**src/smeu_pkg.sv**
```systemverilog
// smeu_pkg: shared types and constants for the stack machine execute unit
// no dependencies
`timescale 1ns / 1ps
package smeu_pkg;

    localparam logic [7:0] OP_HALT  = 8'hFF;
    localparam logic [7:0] OP_PUSH  = 8'h01;
    localparam logic [7:0] OP_DUP   = 8'h03;
    localparam logic [7:0] OP_ADD   = 8'h10;
    localparam logic [7:0] OP_SUB   = 8'h11;
    localparam logic [7:0] OP_MUL   = 8'h12;
    localparam logic [7:0] OP_DIV   = 8'h13;
    localparam logic [7:0] OP_JMP   = 8'h20;
    localparam logic [7:0] OP_JZ    = 8'h21;
    localparam logic [7:0] OP_JNZ   = 8'h22;
    localparam logic [7:0] OP_STORE = 8'h30;
    localparam logic [7:0] OP_LOAD  = 8'h31;

    localparam logic [2:0] ST_OK     = 3'd0;
    localparam logic [2:0] ST_HALT   = 3'd1;
    localparam logic [2:0] ST_BADOP  = 3'd2;
    localparam logic [2:0] ST_UNDER  = 3'd3;
    localparam logic [2:0] ST_OVER   = 3'd4;
    localparam logic [2:0] ST_DIVZ   = 3'd5;
    localparam logic [2:0] ST_BADIDX = 3'd6;
    localparam logic [2:0] ST_BADTGT = 3'd7;

    typedef struct packed {
        logic [7:0]         opcode;
        logic signed [31:0] immediate;
    } in_item_t;

    typedef struct packed {
        logic [15:0]        next_pc;
        logic [2:0]         status;
        logic signed [31:0] top_value;
        logic [6:0]         stack_depth;
    } out_item_t;

    // request to the shared multiply/divide unit
    typedef struct packed {
        logic        start;
        logic        is_div;
        logic [31:0] a;
        logic [31:0] b;
    } md_req_t;

    typedef struct packed {
        logic        done;
        logic [31:0] result;
    } md_rsp_t;

endpackage

```
**src/smeu_muldiv.sv**
```systemverilog
// smeu_muldiv: shared iterative multiply and truncating divide, one bit per cycle
// depends on smeu_pkg
`timescale 1ns / 1ps
module smeu_muldiv
    import smeu_pkg::*;
(
    input  logic    clk,
    input  logic    rst_n,
    input  md_req_t req,
    output md_rsp_t rsp
);

    logic        busy_reg, busy_next;
    logic        div_reg, div_next;
    logic        neg_reg, neg_next;
    logic [5:0]  cnt_reg, cnt_next;
    logic [31:0] acc_reg, acc_next;   // product or remainder
    logic [31:0] q_reg, q_next;       // multiplier shifting out or quotient
    logic [31:0] b_reg, b_next;
    logic        done_reg, done_next;
    logic [32:0] trial;
    logic [31:0] ma, mb;

    assign ma = req.a[31] ? (32'd0 - req.a) : req.a;
    assign mb = req.b[31] ? (32'd0 - req.b) : req.b;
    assign trial = {acc_reg, q_reg[31]} - {1'b0, b_reg};

    // one step of shift-add multiply or restoring divide
    always_comb
    begin
        busy_next = busy_reg;
        div_next  = div_reg;
        neg_next  = neg_reg;
        cnt_next  = cnt_reg;
        acc_next  = acc_reg;
        q_next    = q_reg;
        b_next    = b_reg;
        done_next = 1'b0;
        if (req.start)
        begin
            busy_next = 1'b1;
            div_next  = req.is_div;
            neg_next  = req.a[31] ^ req.b[31];
            cnt_next  = 6'd0;
            acc_next  = 32'd0;
            q_next    = req.is_div ? ma : req.b;
            b_next    = req.is_div ? mb : req.a;
        end
        else if (busy_reg)
        begin
            if (div_reg)
            begin
                if (!trial[32])
                begin
                    acc_next = trial[31:0];
                    q_next   = {q_reg[30:0], 1'b1};
                end
                else
                begin
                    acc_next = {acc_reg[30:0], q_reg[31]};
                    q_next   = {q_reg[30:0], 1'b0};
                end
            end
            else
            begin
                acc_next = (acc_reg << 1) + (q_reg[31] ? b_reg : 32'd0);
                q_next   = q_reg << 1;
            end
            cnt_next = cnt_reg + 6'd1;
            if (cnt_reg == 6'd31)
            begin
                busy_next = 1'b0;
                done_next = 1'b1;
            end
        end
    end

    always_ff @(posedge clk or negedge rst_n)
    begin
        if (!rst_n)
        begin
            busy_reg <= 1'b0;
            done_reg <= 1'b0;
        end
        else
        begin
            busy_reg <= busy_next;
            done_reg <= done_next;
        end
    end

    always_ff @(posedge clk)
    begin
        div_reg <= div_next;
        neg_reg <= neg_next;
        cnt_reg <= cnt_next;
        acc_reg <= acc_next;
        q_reg   <= q_next;
        b_reg   <= b_next;
    end

    assign rsp.done   = done_reg;
    assign rsp.result = !div_reg ? acc_reg : (neg_reg ? (32'd0 - q_reg) : q_reg);

endmodule

```
**config.mk**
```make
export PLATFORM = sky130hd
export DESIGN_NAME = smeu_muldiv
export DESIGN_NICKNAME = d
export VERILOG_FILES = /design/src/smeu_pkg.sv /design/src/smeu_muldiv.sv
export SDC_FILE = /design/constraint.sdc
export NUM_CORES = 1
export LEC_CHECK = 0
export ABC_AREA = 1
export BUFFER_PORTS_ARGS = -buffer_cell sky130_fd_sc_hd__clkbuf_2
export CORE_MARGIN = 1
export CORE_UTILIZATION = 35
export DETAILED_ROUTE_END_ITERATION = 7
export GPL_ROUTABILITY_DRIVEN = 0
export GPL_TIMING_DRIVEN = 0
export PLACE_DENSITY_LB_ADDON = 0.2
export SLEW_MARGIN = 10
export SYNTH_ARGS = -nofsm -noshare
export SYNTH_HDL_FRONTEND = slang
export SYNTH_SLANG_ARGS = --single-unit
```
**constraint.sdc**
```tcl
create_clock -name clk -period 5.05 [get_ports clk]
set_input_delay 0.2525 -clock clk [delete_from_list [all_inputs] [get_ports clk]]
set_output_delay 0.2525 -clock clk [all_outputs]
set_load 0.005 [all_outputs]
```
==> results of run 1 <==
==> per-layer routing <==
metal  share of wire [%]  vias up  wire (µm)
met5                   0        -          0
met4                 4.2        0       2050
met3                 5.3      103       2640
met2                  46      486      22800
met1                  44     6591      21800
li1                    -     7432          -
==> per-stage QoR <==
stage | power, mW | utilization, % | hold WS (ns) | instances | setup WS, ns
after global placement | 3.74 | 38.6 | 0.0386 | 2856 | 1.28
after detailed placement | 3.76 | 38.7 | 0.0394 | 2856 | 1.68
after global routing | 4.87 | 39.4 | 0.200 | 2873 | 1.33
after floorplan | 2.95 | - | -0.0431 | 2289 | 2.56
after CTS | 4.46 | 39.4 | 0.180 | 2873 | 1.66
final | 4.49 | 39.4 | 0.193 | 2873 | 1.66
==> timing repair <==
action / 4_1_cts / 5_1_grt
hold buffers: 1 / 0
setup buffers: 0 / 0
hold endpoints to repair: 2 / 0
==> worst paths after layout <==
kind,startpoint,end,cells after the start
max,q_reg[31],acc_reg[29],18
min,req[64],div_reg,1
max reg2reg,q_reg[31],acc_reg[29],18
min reg2reg,cnt_reg[0],cnt_reg[0],1
max in group asynchronous,rst_n,busy_reg,2
min in group asynchronous,rst_n,done_reg,2
==> kinds of logic after synthesis <==
logic type                 share of synthesized area [%]
xor gates and xnor gates                            4.81
buffers and inverters                               14.4
adders and majority gates                           6.70
AOI/OAI and AO/OA                                   14.3
and+or+nand+nor                                     38.5
DFF                                                 21.3
==> power by group through the flow <==
stage / clock (mW) / combinational, mW / sequential (mW)
2_1_floorplan: 0 / 1.77 / 1.18
3_3_place_gp: 0 / 2.47 / 1.28
3_5_place_dp: 0 / 2.48 / 1.28
4_1_cts: 0.708 / 2.50 / 1.26
5_1_grt: 0.737 / 2.85 / 1.28
6_report: 0.705 / 2.51 / 1.27
==> final cells by class <==
| cell class | count | area, µm² |
|---|---|---|
| Multi-Input combinational cell | 1693 | 8430 |
| Clock inverter | 6 | 47.5 |
| Timing Repair Buffer | 100 | 505 |
| Buffer | 66 | 292 |
| Inverter | 424 | 1590 |
| Clock buffer | 10 | 229 |
| Tap cell | 468 | 586 |
| Sequential cell | 106 | 2790 |
| Fill cell | 4107 | 22200 |
==> cells in the final DEF, fill, tap and decap left out, drive strengths merged, types with 66 or more instances in the layout <==
cell type	netlist	layout
ha	67	67
a21oi	126	126
o21ai	175	175
nand2	776	776
nor2	208	208
clkbuf	50	159
xor2	66	66
edfxtp	66	66
nand3	138	138
inv	422	425
==> critical path: stages (launching register included) <==
cell	delay, ns
edfxtp_1	0.45
clkbuf_1	0.31
clkbuf_1	0.45
nand2_1	0.09
inv_1	0.07
ha_1	0.19
inv_1	0.07
fa_1	0.37
inv_1	0.12
nand3_1	0.08
nand3_1	0.19
nand2_1	0.09
nand3_1	0.16
nand2_1	0.14
nand3_1	0.11
nand2_1	0.05
nor2_1	0.16
nor2_1	0.08
a21oi_2	0.14
==> flow_summary_export.csv, run 1 <==
group,metric,value,unit
run_status,status,"finished clean",
layout,nets,2537,
routing,finalWirelength,49300,µm
global_route,first_global_vias,14000,
worst_setup_path,arrival,3.70,ns
synth,syn_avg_cell_area,5.72,µm²
global_route,globalRouteOverflowTotal,0,
global_route,grt_use_total,26.0,%
timing,fin_skew,0.00864,ns
worst_setup_path,critical_path.startpoint_type,"flip-flop",
synth,synthFlopType,"edfxtp_1",
global_route,busiest_layer,"met2",
timing,slew_headroom,33.4,%
synth,synth_common_cells,"755 x nand2_1, 414 x inv_1, 205 x nor2_1",
timing,worst_pin_slew,0.998,ns
routing,vias_per_cell,5.09,
placed_design,hpwl,42000,µm
timing,fin_crit,3.39,ns
placed_design,numPortBuffers,99,
timing,finalHoldViolCount,0,
global_route,grt_use_met3,2.64,%
floorplanning,io_pins,101,
synth,syn_nets,2426,
cts,cts-resized-gates,0,
routing,drt_iter0_drc,1102,
layout,final_layout_size_suffix_gt1_share,7.23,%
synth,seq_area_frac_synth,21.3,%
synth,synth_most_common_cell,"nand2_1",
cts,htreeDepth,3,
layout,diodes,0,
routing,vias,14600,
synth,synth_edf_count,66,
cts,cts.sinks,106,
pwr,pwr-share-comb,56.0,%
floorplanning,initial_core_util,35.7,%
cts,clkLatencyLatePin,0.38,ns
synth,synthDistinctLibCells,52,
floorplanning,dieArea,38200,µm²
placed_design,place_area,14200,µm²
synth,syn_area,13100,µm²
global_route,grt_pass1_wl,76200,µm
timing,min_period_over_period,67.1,%
pwr,vdd_ir_drop_max,0.129,mV
global_route,met2_usage,44.3,%
synth,ys.warnings.count,0,
global_route,antenna_found_initial,0,
floorplanning,die_w,195,µm
pwr,p_sw_share,49.8,%
pwr,internal_power,2.25,mW
cts,cts-root-buf,"clkbuf_16",
layout,design_area,14500,µm²
timing,setup_viol,0,
min_path,worstHoldPathType,"input port to flip-flop",
timing,slew_violations,0,
global_route,grt_max_degree,39,
routing,wire_per_inst,17.2,µm
synth,synthTopCellsByArea,"nand2_1 22%, edfxtp_1 15%, inv_1 12%",
cts,clockBufferDepth,2,
routing,route.detailed.drc,0,
routing,first_pass_iters,6,
worst_setup_path,worstPathMaxFanout,10,
worst_setup_path,path_class,"flip-flop to flip-flop",
global_route,use_met1,33.1,%
worst_setup_path,cp.required,5.36,ns
floorplanning,coreArea,36700,µm²
cts,cts_tree,"yes",
pwr,p_per_area,310,nW/µm²
pwr,p_leak,7.79,nW
timing,rsz0062_at_grt,"false",
routing,drtAntennaViolNets,0,
timing,fin_tns_setup,0,ns
pwr,switchingPower,2.24,mW
worst_setup_path,end_kind,"flip-flop",
worst_setup_path,r2r_slack,1.66,ns
run,maxCapViolCount,0,
pwr,clock_power_share,15.7,%
synth,async_reset_ff_share,1.89,%
cts,cts.clk_slew.worst_paths,0.08,ns
layout,syn_to_final_growth,10.5,%
timing,max_freq,295,MHz
floorplanning,rows,70,
synth,syn_inst,2289,
synth,netlist.top_cell.by_area,"nand2_1",
pwr,pwr-share-seq,28.3,%
cts,numCtsBuffers,9,
synth,synth_seq_cells,106,
floorplanning,fp.dieH,195,µm
synth,netlist.area_leader.share,21.6,%
No activity file was read; power rests on OpenSTA's default activity.
==> inputs of run 2 (changes only) <==
clock period = 2.9 ns   (was 5.05 ns; I/O delays follow)
==> run 2 against run 1 <==
Net effect:
- via count up 0.54%
- final cell count up 0.10%
- critical path depth down 11
- total power up 75%
- critical path type is now flip-flop to primary output
- sequential share of layout area down 0.15 points
- first-iteration DRC count up 2.1%
- sequential cell count unchanged
- clock skew about the same
- critical endpoint is now rsp[16]
- highest routed layer unchanged
==> flow_summary_export.csv, run 2 (synthesis gave the netlist of run 1 again) <==
group,metric,value,unit
cts,clockBufferDepth,2,
global_route,first_global_vias,14000,
pwr,vdd_ir_drop_max,0.226,mV
layout,multiInputGateArea,8500,µm²
routing,finalWirelength,49300,µm
timing,setup_viol,0,
layout,final_cell_mix,"750 x nand2_1, 413 x inv_1, 199 x nor2_1",
layout,regArea,2790,µm²
placed_design,place_ws,-0.466,ns
global_route,antenna_found_initial,0,
cts,htreeDepth,3,
placed_design,place_inst,2856,
timing,setup_slack,0.134,ns
worst_setup_path,cp.required,2.76,ns
routing,vias_per_cell,5.11,
worst_setup_path,critical_path.startpoint_type,"flip-flop",
layout,syn_to_final_growth,11.3,%
layout,final_common_cell,"nand2_1",
timing,hold_ws,0.0898,ns
layout,design_area,14600,µm²
cts,cts_tree,"yes",
pwr,p_leak,7.84,nW
routing,drt_iter0_drc,1125,
cts,cts-root-buf,"clkbuf_16",
worst_setup_path,path_class,"flip-flop to primary output",
floorplanning,coreArea,36700,µm²
timing,min_period_over_period,95.4,%
routing,route.detailed.drc,0,
timing,rsz0062_at_grt,"true",
routing,drtAntennaViolNets,0,
layout,final_core_util,39.8,%
timing,finalHoldViolCount,0,
timing,worst_pin_slew,1.00,ns
routing,wire_per_inst,17.1,µm
layout,instances_no_fill,2876,
timing,fin_skew,0.00839,ns
run_status,status,"finished clean",
floorplanning,io_pins,101,
global_route,grt_pass1_wl,76200,µm
pwr,p_per_area,538,nW/µm²
timing,slew_violations,0,
cts,cts.clk_slew.worst_paths,0.08,ns
cts,cts.sinks,106,
pwr,p_total,7.85,mW
placed_design,numPortBuffers,99,
floorplanning,fp.dieH,195,µm
min_path,worstHoldPathType,"input port to async pin",
timing,slew_headroom,33.1,%
worst_setup_path,end_kind,"primary output",
floorplanning,initial_core_util,35.7,%
layout,fillCellCount,4099,
layout,final_layout_size_suffix_gt1_share,8.55,%
placed_design,hpwl,42000,µm
cts,clkLatencyLatePin,0.37,ns
floorplanning,die_w,195,µm
timing,max_freq,362,MHz
timing,fin_tns_setup,0,ns
timing,fin_crit,2.77,ns
routing,first_pass_iters,7,
global_route,grt_max_degree,39,
layout,diodes,0,
floorplanning,dieArea,38200,µm²
cts,numCtsBuffers,9,
worst_setup_path,worstPathMaxFanout,10,
run,maxCapViolCount,0,
floorplanning,rows,70,
routing,vias,14700,
worst_setup_path,arrival,2.62,ns
global_route,globalRouteOverflowTotal,0,
placed_design,place_area,14200,µm²
layout,nets,2540,
global_route,grt_use_total,26.0,%
## run 2: cell types whose count changed in the layout (fill, tap and decap cells not counted), moves of 2 or more
cell,delta
clkbuf_2,+2
a21oi_2,+2
ha_1,-3
nand2_2,+3
nand3_2,+3
a21oi_1,-2
ha_2,+3
nand3_1,-3
nor2_1,-6
buf_4,+4
nand2_1,-4
clkbuf_1,-6
nor2_2,+6
## run 2: what timing repair did
item	in CTS	in global routing
resized for setup	5	31
setup buffers	2	3
hold buffers	1	0
pin swaps	0	2
hold endpoints to repair	2	0
setup endpoints to repair	35	85
## run 2: where the power goes
part,switching [mW],internal [mW]
Clock,0.623,0.595
Sequential,0.359,1.85
Combinational,2.93,1.50
## run 2: critical path, cell delays in order (launching register included)
cell,delay (ns)
edfxtp_1,0.37
clkbuf_1,0.22
inv_1,0.24
clkbuf_1,0.51
a21oi_1,0.11
xor2_1,0.17
o21ai_0,0.43
clkbuf_2,0.21
## run 2: metal layers
metal	track usage, %	wire length (µm)	vias to the layer above
li1	-	-	7447
met1	33.1	21800	6643
met2	44.4	22900	503
met3	2.64	2650	98
met4	11.5	1950	0
met5	0	0	-
## run 2: path summary, 6_finish.rpt
kind,startpoint,to,slack [ns],cells past startpoint
hold reg to reg,cnt_reg[0],cnt_reg[0],0.50,1
min in group clk,req[64],div_reg,0.09,1
setup reg to reg,q_reg[31],acc_reg[29],0.18,16
setup / recovery,neg_reg,rsp[16],0.13,7
hold / removal,rst_n,done_reg,0.09,2
max in group asynchronous,rst_n,busy_reg,2.72,2
## run 2: final cells by class
type / count / area share, %
plain buffers: 64 / 2.02
clock buffers: 10 / 1.57
clock inverters: 6 / 0.326
inverters: 424 / 10.9
multi-input cells: 1693 / 58.3
flip-flops and latches: 106 / 19.1
well taps: 468 / 4.01
repair buffers: 105 / 3.72
